`src/sv/tkss_pkg.sv`:
```
// Shared constants, types and exponent tables for the top-k softmax block.
package tkss_pkg;

  localparam int MAX_K        = 8;
  localparam int MAX_ELEMENTS = 256;
  localparam int KW           = $clog2(MAX_K + 1);
  localparam int RW           = $clog2(MAX_K);
  localparam int PW           = $clog2(MAX_ELEMENTS + 1);
  localparam int SUMW         = 20;
  localparam int QDEPTH       = 2;

  localparam logic [KW-1:0] TOP_K_RESET = KW'(2);

  typedef struct packed {
    logic [MAX_K-1:0][15:0] value;
    logic [MAX_K-1:0][7:0]  index;
    logic [MAX_K-1:0]       filled;
    logic [KW-1:0]          k;
  } frame_t;

  typedef enum logic [2:0] {
    B_IDLE,
    B_MUL1,
    B_MUL2,
    B_DLOAD,
    B_DIV,
    B_OUT
  } back_state_t;

  function automatic logic [16:0] exp_int(input logic [3:0] i);
    logic [16:0] r;
    case (i)
      4'd0:    r = 17'd65536;
      4'd1:    r = 17'd24109;
      4'd2:    r = 17'd8869;
      4'd3:    r = 17'd3263;
      4'd4:    r = 17'd1200;
      4'd5:    r = 17'd442;
      4'd6:    r = 17'd162;
      4'd7:    r = 17'd60;
      4'd8:    r = 17'd22;
      4'd9:    r = 17'd8;
      4'd10:   r = 17'd3;
      4'd11:   r = 17'd1;
      default: r = 17'd0;
    endcase
    return r;
  endfunction

  function automatic logic [16:0] exp_hi(input logic [3:0] i);
    logic [16:0] r;
    case (i)
      4'd0:    r = 17'd65536;
      4'd1:    r = 17'd61565;
      4'd2:    r = 17'd57835;
      4'd3:    r = 17'd54331;
      4'd4:    r = 17'd51039;
      4'd5:    r = 17'd47947;
      4'd6:    r = 17'd45042;
      4'd7:    r = 17'd42313;
      4'd8:    r = 17'd39750;
      4'd9:    r = 17'd37341;
      4'd10:   r = 17'd35079;
      4'd11:   r = 17'd32954;
      4'd12:   r = 17'd30957;
      4'd13:   r = 17'd29081;
      4'd14:   r = 17'd27319;
      default: r = 17'd25664;
    endcase
    return r;
  endfunction

  function automatic logic [16:0] exp_lo(input logic [3:0] i);
    logic [16:0] r;
    case (i)
      4'd0:    r = 17'd65536;
      4'd1:    r = 17'd65280;
      4'd2:    r = 17'd65026;
      4'd3:    r = 17'd64772;
      4'd4:    r = 17'd64520;
      4'd5:    r = 17'd64268;
      4'd6:    r = 17'd64018;
      4'd7:    r = 17'd63768;
      4'd8:    r = 17'd63520;
      4'd9:    r = 17'd63272;
      4'd10:   r = 17'd63025;
      4'd11:   r = 17'd62780;
      4'd12:   r = 17'd62535;
      4'd13:   r = 17'd62291;
      4'd14:   r = 17'd62048;
      default: r = 17'd61806;
    endcase
    return r;
  endfunction

endpackage

```
`src/sv/top_k_select_softmax.sv`:
```
// Top level: configuration register, front end, frame queue and back end.
//
// Usage: logits stream in on s_tvalid/s_tready/s_tdata, one signed Q8.8 value
// per beat, with s_tlast on the final beat of a frame. Items are numbered from
// zero within a frame; the 8 largest of the first 256 are kept in a sorted
// slot list, updated in the beat's own cycle, so one beat per cycle is taken
// inside a frame. After the frame's last beat, top_k result beats (top_k 0
// counts as 1, above 8 as 8) leave on m_tvalid/m_tready, in rank order, with
// m_tlast on the final one. Per frame the back end picks up the frame, works
// out the exponent of each ranked slot in B_MUL1 and B_MUL2 (two table
// multiplies), then for each result runs a load state, a one-bit-per-cycle
// divider and an output state that holds until the result is taken.
// A two-frame queue lets the next frame stream in meanwhile; s_tready drops
// only when that queue is full. When the receiver stalls, the result beat is
// held in its output register. top_k is written over the APB port at address 0
// and resets to 2. Reset (synchronous, active high) clears the slot list, the
// queue and the back end.
module top_k_select_softmax (
  input  logic        clk,
  input  logic        rst,
  input  logic        psel,
  input  logic        penable,
  input  logic        pwrite,
  input  logic [2:0]  paddr,
  input  logic [31:0] pwdata,
  output logic [31:0] prdata,
  output logic        pready,
  input  logic        s_tvalid,
  output logic        s_tready,
  input  logic [15:0] s_tdata,   // [15:0] logit
  input  logic        s_tlast,
  output logic        m_tvalid,
  input  logic        m_tready,
  output logic [31:0] m_tdata,   // [7:0] element_index, [8] index_valid, [24:9] weight
  output logic        m_tlast
);
  import tkss_pkg::*;

  logic [KW-1:0] top_k;
  logic          q_full, q_push, q_pop, q_valid;
  frame_t        q_in, q_head;
  logic [7:0]    element_index;
  logic          index_valid;
  logic [15:0]   weight;

  assign pready = 1'b1;
  assign prdata = (paddr == 3'd0) ? {{(32 - KW){1'b0}}, top_k} : 32'd0;

  always_ff @(posedge clk) begin
    if (rst) begin
      top_k <= TOP_K_RESET;
    end else if (psel && penable && pwrite && pready && paddr == 3'd0) begin
      top_k <= pwdata[KW-1:0];
    end
  end

  tkss_front u_front (
    .clk       (clk),
    .rst       (rst),
    .in_valid  (s_tvalid),
    .in_ready  (s_tready),
    .logit     (s_tdata),
    .frame_end (s_tlast),
    .top_k     (top_k),
    .q_full    (q_full),
    .q_push    (q_push),
    .q_data    (q_in)
  );

  tkss_queue u_queue (
    .clk       (clk),
    .rst       (rst),
    .push      (q_push),
    .push_data (q_in),
    .pop       (q_pop),
    .full      (q_full),
    .not_empty (q_valid),
    .head      (q_head)
  );

  tkss_back u_back (
    .clk           (clk),
    .rst           (rst),
    .q_valid       (q_valid),
    .q_head        (q_head),
    .q_pop         (q_pop),
    .out_valid     (m_tvalid),
    .out_ready     (m_tready),
    .element_index (element_index),
    .index_valid   (index_valid),
    .weight        (weight),
    .last          (m_tlast)
  );

  assign m_tdata = {7'd0, weight, index_valid, element_index};

endmodule

```
`src/sv/tkss_front.sv`:
```
// Front end: accepts logits and keeps the sorted slot list of one frame.
module tkss_front (
  input  logic                 clk,
  input  logic                 rst,
  input  logic                 in_valid,
  output logic                 in_ready,
  input  logic [15:0]          logit,
  input  logic                 frame_end,
  input  logic [tkss_pkg::KW-1:0] top_k,
  input  logic                 q_full,
  output logic                 q_push,
  output tkss_pkg::frame_t     q_data
);
  import tkss_pkg::*;

  logic [MAX_K-1:0][15:0] value, value_next;
  logic [MAX_K-1:0][7:0]  index, index_next;
  logic [MAX_K-1:0]       filled, filled_next;
  logic [MAX_K-1:0]       take;
  logic [PW-1:0]          position_count;
  logic                   accept;
  logic                   rank;
  logic [KW-1:0]          k_eff;

  assign in_ready = !q_full;
  assign accept   = in_valid && in_ready;
  assign rank     = position_count < PW'(MAX_ELEMENTS);

  // The take vector is a thermometer: filled slots form a sorted prefix.
  always_comb begin
    for (int i = 0; i < MAX_K; i++) begin
      take[i] = !filled[i] || ($signed(logit) > $signed(value[i]));
    end
    for (int i = 0; i < MAX_K; i++) begin
      value_next[i]  = value[i];
      index_next[i]  = index[i];
      filled_next[i] = filled[i];
      if (rank && take[i]) begin
        if (i > 0 && take[(i > 0) ? i - 1 : 0]) begin
          value_next[i]  = value[(i > 0) ? i - 1 : 0];
          index_next[i]  = index[(i > 0) ? i - 1 : 0];
          filled_next[i] = filled[(i > 0) ? i - 1 : 0];
        end else begin
          value_next[i]  = logit;
          index_next[i]  = position_count[7:0];
          filled_next[i] = 1'b1;
        end
      end
    end
  end

  always_comb begin
    if (top_k == '0) begin
      k_eff = KW'(1);
    end else if (top_k > KW'(MAX_K)) begin
      k_eff = KW'(MAX_K);
    end else begin
      k_eff = top_k;
    end
  end

  assign q_push        = accept && frame_end;
  assign q_data.value  = value_next;
  assign q_data.index  = index_next;
  assign q_data.filled = filled_next;
  assign q_data.k      = k_eff;

  always_ff @(posedge clk) begin
    if (rst) begin
      filled         <= '0;
      value          <= '0;
      index          <= '0;
      position_count <= '0;
    end else if (accept) begin
      if (frame_end) begin
        filled         <= '0;
        value          <= '0;
        index          <= '0;
        position_count <= '0;
      end else begin
        filled <= filled_next;
        value  <= value_next;
        index  <= index_next;
        if (rank) begin
          position_count <= position_count + PW'(1);
        end
      end
    end
  end

endmodule

```
`src/sv/tkss_queue.sv`:
```
// Short queue of finished frame lists between the front and back ends.
module tkss_queue (
  input  logic             clk,
  input  logic             rst,
  input  logic             push,
  input  tkss_pkg::frame_t push_data,
  input  logic             pop,
  output logic             full,
  output logic             not_empty,
  output tkss_pkg::frame_t head
);
  import tkss_pkg::*;

  localparam int AW = $clog2(QDEPTH);

  frame_t                 entry [QDEPTH];
  logic [AW-1:0]          wr_ptr, rd_ptr;
  logic [$clog2(QDEPTH+1)-1:0] count;

  assign full      = count == ($bits(count))'(QDEPTH);
  assign not_empty = count != '0;
  assign head      = entry[rd_ptr];

  always_ff @(posedge clk) begin
    if (push && !full) begin
      entry[wr_ptr] <= push_data;
    end
  end

  always_ff @(posedge clk) begin
    if (rst) begin
      wr_ptr <= '0;
      rd_ptr <= '0;
      count  <= '0;
    end else begin
      if (push && !full) begin
        wr_ptr <= (wr_ptr == AW'(QDEPTH - 1)) ? '0 : wr_ptr + AW'(1);
      end
      if (pop && not_empty) begin
        rd_ptr <= (rd_ptr == AW'(QDEPTH - 1)) ? '0 : rd_ptr + AW'(1);
      end
      case ({push && !full, pop && not_empty})
        2'b10:   count <= count + 1'b1;
        2'b01:   count <= count - 1'b1;
        default: count <= count;
      endcase
    end
  end

endmodule

```
`src/sv/tkss_back.sv`:
```
// Back end: exponents, sum, one restoring division per result, output register.
module tkss_back (
  input  logic             clk,
  input  logic             rst,
  input  logic             q_valid,
  input  tkss_pkg::frame_t q_head,
  output logic             q_pop,
  output logic             out_valid,
  input  logic             out_ready,
  output logic [7:0]       element_index,
  output logic             index_valid,
  output logic [15:0]      weight,
  output logic             last
);
  import tkss_pkg::*;

  back_state_t       state, state_next;
  logic [RW-1:0]     r;
  logic [16:0]       x1;
  logic [16:0]       ex [MAX_K];
  logic [SUMW-1:0]   sum;
  logic [31:0]       num;
  logic [SUMW-1:0]   rem;
  logic [15:0]       quo;
  logic [4:0]        cnt;
  logic [15:0]       d;
  logic              r_last;
  logic [SUMW:0]     rem_sh;
  logic              q_bit;
  logic [SUMW-1:0]   rem_step;
  logic [33:0]       prod1, prod2;
  logic              out_take;

  assign d        = q_head.value[0] - q_head.value[r];
  assign r_last   = {1'b0, r} == q_head.k - KW'(1);
  assign rem_sh   = {rem, num[31]};
  assign q_bit    = rem_sh >= {1'b0, sum};
  assign rem_step = q_bit ? SUMW'(rem_sh - {1'b0, sum}) : rem_sh[SUMW-1:0];
  assign prod1    = exp_int(d[11:8]) * exp_hi(d[7:4]);
  assign prod2    = x1 * exp_lo(d[3:0]);
  assign out_take = out_valid && out_ready;

  always_comb begin
    state_next = state;
    unique case (state)
      B_IDLE:  if (q_valid) state_next = B_MUL1;
      B_MUL1:  state_next = B_MUL2;
      B_MUL2:  state_next = r_last ? B_DLOAD : B_MUL1;
      B_DLOAD: state_next = B_DIV;
      B_DIV:   if (cnt == '0) state_next = B_OUT;
      B_OUT:   if (out_ready) state_next = r_last ? B_IDLE : B_DLOAD;
      default: state_next = B_IDLE;
    endcase
  end

  always_comb begin
    out_valid = 1'b0;
    q_pop     = 1'b0;
    unique case (state)
      B_OUT: begin
        out_valid = 1'b1;
        q_pop     = out_ready && r_last;
      end
      default: begin
        out_valid = 1'b0;
        q_pop     = 1'b0;
      end
    endcase
  end

  always_ff @(posedge clk) begin
    if (rst) begin
      state <= B_IDLE;
    end else begin
      state <= state_next;
    end
  end

  always_ff @(posedge clk) begin
    if (rst) begin
      r <= '0;
    end else if (state == B_IDLE) begin
      r <= '0;
    end else if (state == B_MUL2) begin
      r <= r_last ? '0 : r + RW'(1);
    end else if (out_take && !r_last) begin
      r <= r + RW'(1);
    end
  end

  always_ff @(posedge clk) begin
    unique case (state)
      B_IDLE: begin
        sum <= '0;
      end
      B_MUL1: begin
        x1 <= prod1[32:16];
      end
      B_MUL2: begin
        if (q_head.filled[r] && q_head.filled[0] && d[15:12] == 4'd0) begin
          ex[r] <= prod2[32:16];
          sum   <= sum + SUMW'(prod2[32:16]);
        end else begin
          ex[r] <= '0;
        end
      end
      B_DLOAD: begin
        // ex * 65535 without a multiplier.
        num <= {ex[r][15:0], 16'd0} - {15'd0, ex[r]};
        rem <= '0;
        quo <= '0;
        cnt <= 5'd31;
      end
      B_DIV: begin
        num <= {num[30:0], 1'b0};
        rem <= rem_step;
        quo <= {quo[14:0], q_bit};
        cnt <= cnt - 5'd1;
        if (cnt == '0) begin
          element_index <= q_head.filled[r] ? q_head.index[r] : 8'd0;
          index_valid   <= q_head.filled[r];
          weight        <= (q_head.filled[r] && sum != '0) ? {quo[14:0], q_bit} : 16'd0;
          last          <= r_last;
        end
      end
      default: begin
        x1 <= x1;
      end
    endcase
  end

  a_out_has_frame: assert property (@(posedge clk) disable iff (rst)
    state == B_OUT |-> q_valid)
    else $error("result shown without a frame at the queue head");

  a_empty_zero: assert property (@(posedge clk) disable iff (rst)
    out_valid && !index_valid |-> weight == 16'd0 && element_index == 8'd0)
    else $error("empty slot carries a weight or index");

  a_rank_in_range: assert property (@(posedge clk) disable iff (rst)
    state != B_IDLE |-> {1'b0, r} < q_head.k)
    else $error("rank counter passed top_k");

  a_pop_after_last: assert property (@(posedge clk) disable iff (rst)
    q_pop |-> last)
    else $error("frame left the queue before its last result");

endmodule

```
`config.mk`:
```
export PLATFORM = sky130hd
export DESIGN_NAME = top_k_select_softmax
export DESIGN_NICKNAME = d
export VERILOG_FILES = /design/src/sv/tkss_pkg.sv /design/src/sv/top_k_select_softmax.sv /design/src/sv/tkss_front.sv /design/src/sv/tkss_queue.sv /design/src/sv/tkss_back.sv
export SDC_FILE = /design/constraint.sdc
export NUM_CORES = 2
export LEC_CHECK = 0
export BUFFER_PORTS_ARGS = -buffer_cell sky130_fd_sc_hd__clkbuf_2
export CAP_MARGIN = 10
export CELL_PAD_IN_SITES_DETAIL_PLACEMENT = 1
export CELL_PAD_IN_SITES_GLOBAL_PLACEMENT = 1
export CORE_ASPECT_RATIO = 0.8
export CORE_MARGIN = 3
export CORE_UTILIZATION = 40
export CTS_CLUSTER_DIAMETER = 60
export DETAILED_ROUTE_END_ITERATION = 16
export PLACE_DENSITY = 0.76
export SLEW_MARGIN = 20
export SYNTH_ARGS = -nofsm -noshare
export SYNTH_HDL_FRONTEND = slang
export SYNTH_HIERARCHICAL = 1
export SYNTH_SLANG_ARGS = --single-unit
```
`constraint.sdc`:
```
create_clock -name clk -period 25.8 [get_ports clk]
set_input_delay 5.16 -clock clk [delete_from_list [all_inputs] [get_ports clk]]
set_output_delay 5.16 -clock clk [all_outputs]
set_load 0.02 [all_outputs]
```
### Word-level counts from Yosys, hierarchy flattened

Memory sizes are Yosys's and may differ from the RTL's. A register that Yosys moved wholly into a read port is not among the register bits.
Index checks and enable logic that the tools add are counted.

* register bits: 358
* RAM bits: 544
* memory bits (read-only): 768
* input bits: 59
* logic and storage cells: 228
* memories kept: 5

* add/sub/neg operators: 12
* multiply operators: 2
* $lt $le $gt $ge: 12
* eq/ne operators: 13
* mux-type cells: 93
* bitwise logic cells: 1
* reductions and logical operators: 56

Memories
* u_queue.entry: words 2, width 204, read ports 1, clocked after memory_dff 1, write ports 1, line tkss_queue.sv:16 `frame_t entry [QDEPTH];`
* (name not given): words 16, width 17, read ports 1, clocked after memory_dff 0, write ports 0, line tkss_pkg.sv:52 `case (i)`
* (name not given): words 16, width 16, read ports 1, clocked after memory_dff 0, write ports 0, line tkss_pkg.sv:75 `case (i)`
* (name not given): words 16, width 15, read ports 1, clocked after memory_dff 0, write ports 0, line tkss_pkg.sv:32 `case (i)`
* u_back.ex: words 8, width 17, read ports 1, clocked after memory_dff 1, write ports 1, line tkss_back.sv:20 `logic [16:0] ex [MAX_K];`

Operators with widths (count)
* $mux 16: 16
* $mux 8: 17
* $gt 16x16->1: 8
* $mux 128: 1
* $pmux 20 s2: 2
* $mul 17x17->33: 2
* $mux 64: 1
* $pmux 32 s2: 1
* $bmux 16 s3: 1
* $mux 20: 2
* $sub 32x17->32: 1
* $mux 1: 30
* $pmux 15 s2: 1
* $bmux 8 s3: 1
* $mux 3: 8
* $ge 21x20->1: 1
* $logic_and 1x1->1: 21
* $add 20x17->20: 1
* $reduce_bool 20->1: 1
* $sub 20x20->20: 1
* $mux 9: 2
* $pmux 3 s6: 1
* $mux 17: 1
* $sub 16x16->16: 1
* 33 further kinds: 67

### Depth between registers and ports, before layout

* depth after elaboration: 9
* mapped depth: 49
* gate-level depth less buffers: 44

### Hierarchy

Netlist, hierarchy kept.

By module, submodules not included
* tkss_back: times used 1, cells each 3272, area an instance 32675.1 µm², seq. area each 8318.0 µm²
* tkss_queue: times used 1, cells each 661, area an instance 14961.8 µm², seq. area each 12351.8 µm²
* tkss_front: times used 1, cells each 1649, area an instance 13975.9 µm², seq. area each 4184.0 µm²
* top_k_select_softmax: times used 1, cells each 62, area an instance 510.5 µm², seq. area each 80.1 µm²

### Worst setup path before layout

No wires, ideal clock.

* path type: input port to flip-flop
* start: input s_tvalid
* end: memory u_queue/entry[1][0] (netlist bit) (enable)
* library setup time: 0.591 ns
* arrival: 10.419 ns
* path slack: 14.791 ns
* stages on the path: 4
* buffers on the path: 1
* cells stage by stage: nor2b_1 clkbuf_1 and2_1 and3_1

* longest elaborated chain between the ends: 5

Ends and longest elaborated chain
* start: declaration: line top_k_select_softmax.sv:28 `input logic s_tvalid,`
* $logic_and 1x1->1: line tkss_front.sv:26 `assign accept = in_valid && in_ready;`
* $logic_and 1x1->1: line tkss_front.sv:62 `assign q_push = accept && frame_end;`
* net q_push: line top_k_select_softmax.sv:40 `logic q_full, q_push, q_pop, q_valid;`
* $logic_and 1x1->1: line tkss_queue.sv:25 `if (push && !full) begin`
* $mux 1: line tkss_queue.sv:25
* $mux 1 (not written as such): line tkss_queue.sv:26 `entry[wr_ptr] <= push_data;`
* end: declaration: line tkss_queue.sv:16

The timed path passes the listed nets, and every way through them passes these cells.

==> results.md <==
* Mapped cell area at 62100 um^2
* Clk sinks at 906
* Slowest stage delay, CP at 0.93 ns
* Drc violations at 0
* Core Area at 153000 um^2
* Sequential area share after synthesis at 0.401
* Utilization after layout at 0.440
* I/O Buffers at 62
* Postcts setup bufs at 0
* Initial antenna violation count at 6
* Drt first pass iters at 7
* Clk pin slew, worst setup/hold paths at 0.07 ns
* Row count at 128
* Final-report setup violation count at 0
* Die Footprint at 160000 um^2
* Post-synth top cells: 695 x inv_1, 679 x edfxtp_1, 452 x ha_1
* Final hold vios at 0
* Leading area contributor after synthesis: edfxtp_1
* Tcrit/Tclk final at 0.525
* Total GRT Usage at 0.230
* CP arrival at 13.99 ns
* I/O pins at 127
* Post-synth EDFFs at 679
* Min-Delay Path Class: reg2reg
* CP delay by family, top: adder cells
* Layout cells sized above 1 at 0.113
* CP Capture Type: flop
* DR WL/cell at 24.1 um
* Worst slew pin tran at 1.14 ns
* Cell count after synthesis at 5644
* N_diodes at 0
* Routed WL at 185 mm
* Async SR Flop Fraction at 0
* Setup TNS at 0 ns
* Iteration-0 DRC count of the detailed router at 3902
* Chip height at 358 um
* Nets@finish at 6491
* Main synth FF type: edfxtp_1
* Largest net degree at the start of global routing at 91
* Status: complete, no violations
* CP Data Required Time at 26.25 ns
* HPWL after DPL at 129 mm
* Clock tree buffer depth at 3
* Area Overhead vs Synth at 8.56%
* Xor/xnor share of the synthesized area at 0.0188
* Vias in the first global route at 46699
* Post-synthesis compound-gate area fraction at 0.104
* Largest family of logic cells by synthesized area: adder cells
* Fmax at 73.9 MHz
* RSZ-0062 raised after global routing: no
* R2r worst-path depth at 35
* Critical path buffers and inverters at 4
* Die span in x at 447 um
* Skew final at 0.0561 ns
* Global-route wire length before repair at 283 mm
* Routed Antenna Nets at 0
* Relative slew margins at 0.220
* CTS root buf: clkbuf_16
* Tmin final at 13.53 ns
* Placer Congestion at 0.895
* Yosys top cell area share at 0.328
* Synth area leaders: edfxtp_1 33%, fa_1 13%, ha_1 9.1%, dfxtp_1 7.3%, mux2_2 4.3%
* Clk_lat worst skew at 0.73 ns
* CTS buffer count at 88
* Via density at 5.68
* Avg Inst Size Synth at 11.0 um^2
* CP Class: reg2reg
* Slew Viols, Final at 0
* Worst path depth at 35
* Max-cap violations at 0
* Hold Path Depth at 1
* Hold buffer count at CTS at 0
* Mux contribution to synthesized area at 0.0935
* Adder-cell share of the synthesized area at 0.217
* H-tree levels at 3
* Vias at 43601
* #FFs+latches synth at 906
* Yosys cell types at 96
* CTS tree: yes
* Slowest cell on crit path: nand3_1
* Max FO, Critical Path at 49
* Post-synthesis simple-gate area fraction at 0.0972
* Initial Util at 0.405
* Total gr overflow at 0
* Post_cts resized at 0
* Critical path's most frequent cell: fa_1
* Setup crit start kind: flop
* Top-count cell post-synth: inv_1
* Synth warnings at 6
flip-flops by register name (all words and copies together), names as in the netlist, 4 cells and up, named ones only:
name and count:
top_k 4, u_back/rem 20, u_back/cnt 5, u_front/index 64, u_back/weight 16, u_back/sum 20
u_back/quo 15, u_back/num 32, u_back/x1 17, u_front/value 128, u_back/element_index 8, u_front/position_count 9
u_queue/entry 408, u_front/filled 8, u_back/ex 136
cells in the final DEF (no fill, tap or decap), drive strengths merged, types with 21 or more instances in the layout:
cell type	instances
o21a	23
a22oi	54
mux2i	228
a21o	54
and3	79
nand4	32
nor3	40
and2	74
clkbuf	173
mux2	238
clkinv	33
buf	80
nand3	46
xnor2	80
nand2b	48
ha	452
xor2	53
nand2	436
mux4	36
edfxtp	679
o21ai	229
conb	36
a221oi	27
or3	21
inv	700
o2bb2ai	145
a21oi	230
nor2	374
nor2b	53
a22o	46
fa	392
dfxtp	227
logic make-up after synthesis:
group / after synthesis
compound gates: 962
xor+xnor: 133
fa+ha+maj: 844
buf+inv: 1018
flops: 906
mux: 502
other cells: 2
simple gates: 1277
worst reg2reg max path, delay by kind of cell (launching register included):
family | cells | cell delay [ns]
AO/OA/AOI/OAI | 13 | 3.49
buffers and inverters | 4 | 1.48
XOR/XNOR | 2 | 1.05
AND/OR/NAND/NOR | 6 | 2.33
multiplexers | 1 | 0.44
flip-flops | 1 | 0.57
adder cells (fa/ha/maj) | 9 | 3.93
metal layers:
layer | part of all wire | vias to the layer above | track usage
met2 | 0.46 | 1373 | 0.365
met3 | 0.075 | 289 | 0.0495
met4 | 0.026 | 8 | 0.0608
met1 | 0.44 | 22435 | 0.318
met5 | 0.00028 | - | 0
li1 | - | 19496 | -
through the flow:
stage / instance area [um^2] / hold WS (ns) / cells / worst slack, ns
global route: 67400 / 0.480 / 7678 / 11.45
global placement: 64300 / 0.444 / 7512 / 12.70
CTS: 67400 / 0.468 / 7677 / 12.34
detailed placement: 64300 / 0.447 / 7512 / 12.44
finish: 67400 / 0.461 / 7678 / 12.27
floorplan: 62300 / 0.432 / 5678 / 14.79
final timing paths:
kind	slack, ns	end	startpoint
hold / removal	0.46	u_front/index[56]	u_front/index[56]
hold reg to reg	0.46	u_front/index[56]	u_front/index[56]
setup / recovery	12.27	u_back/sum[17]	flop
setup reg to reg	12.27	u_back/sum[17]	flop
layout make-up:
cell class                      count  area [um^2]
Clock inverter                     54          724
Tap cell                         2015         2520
Sequential cell                   906        24900
Inverter                          696         2620
Fill cell                       16455        85800
Multi-Input combinational cell   3754        33400
Timing Repair Buffer              142          918
Clock buffer                      111         2350
Power is left out: the tool's default activity adds up to more than one toggle a clock period on the data nets, which glitch-free logic cannot reach.
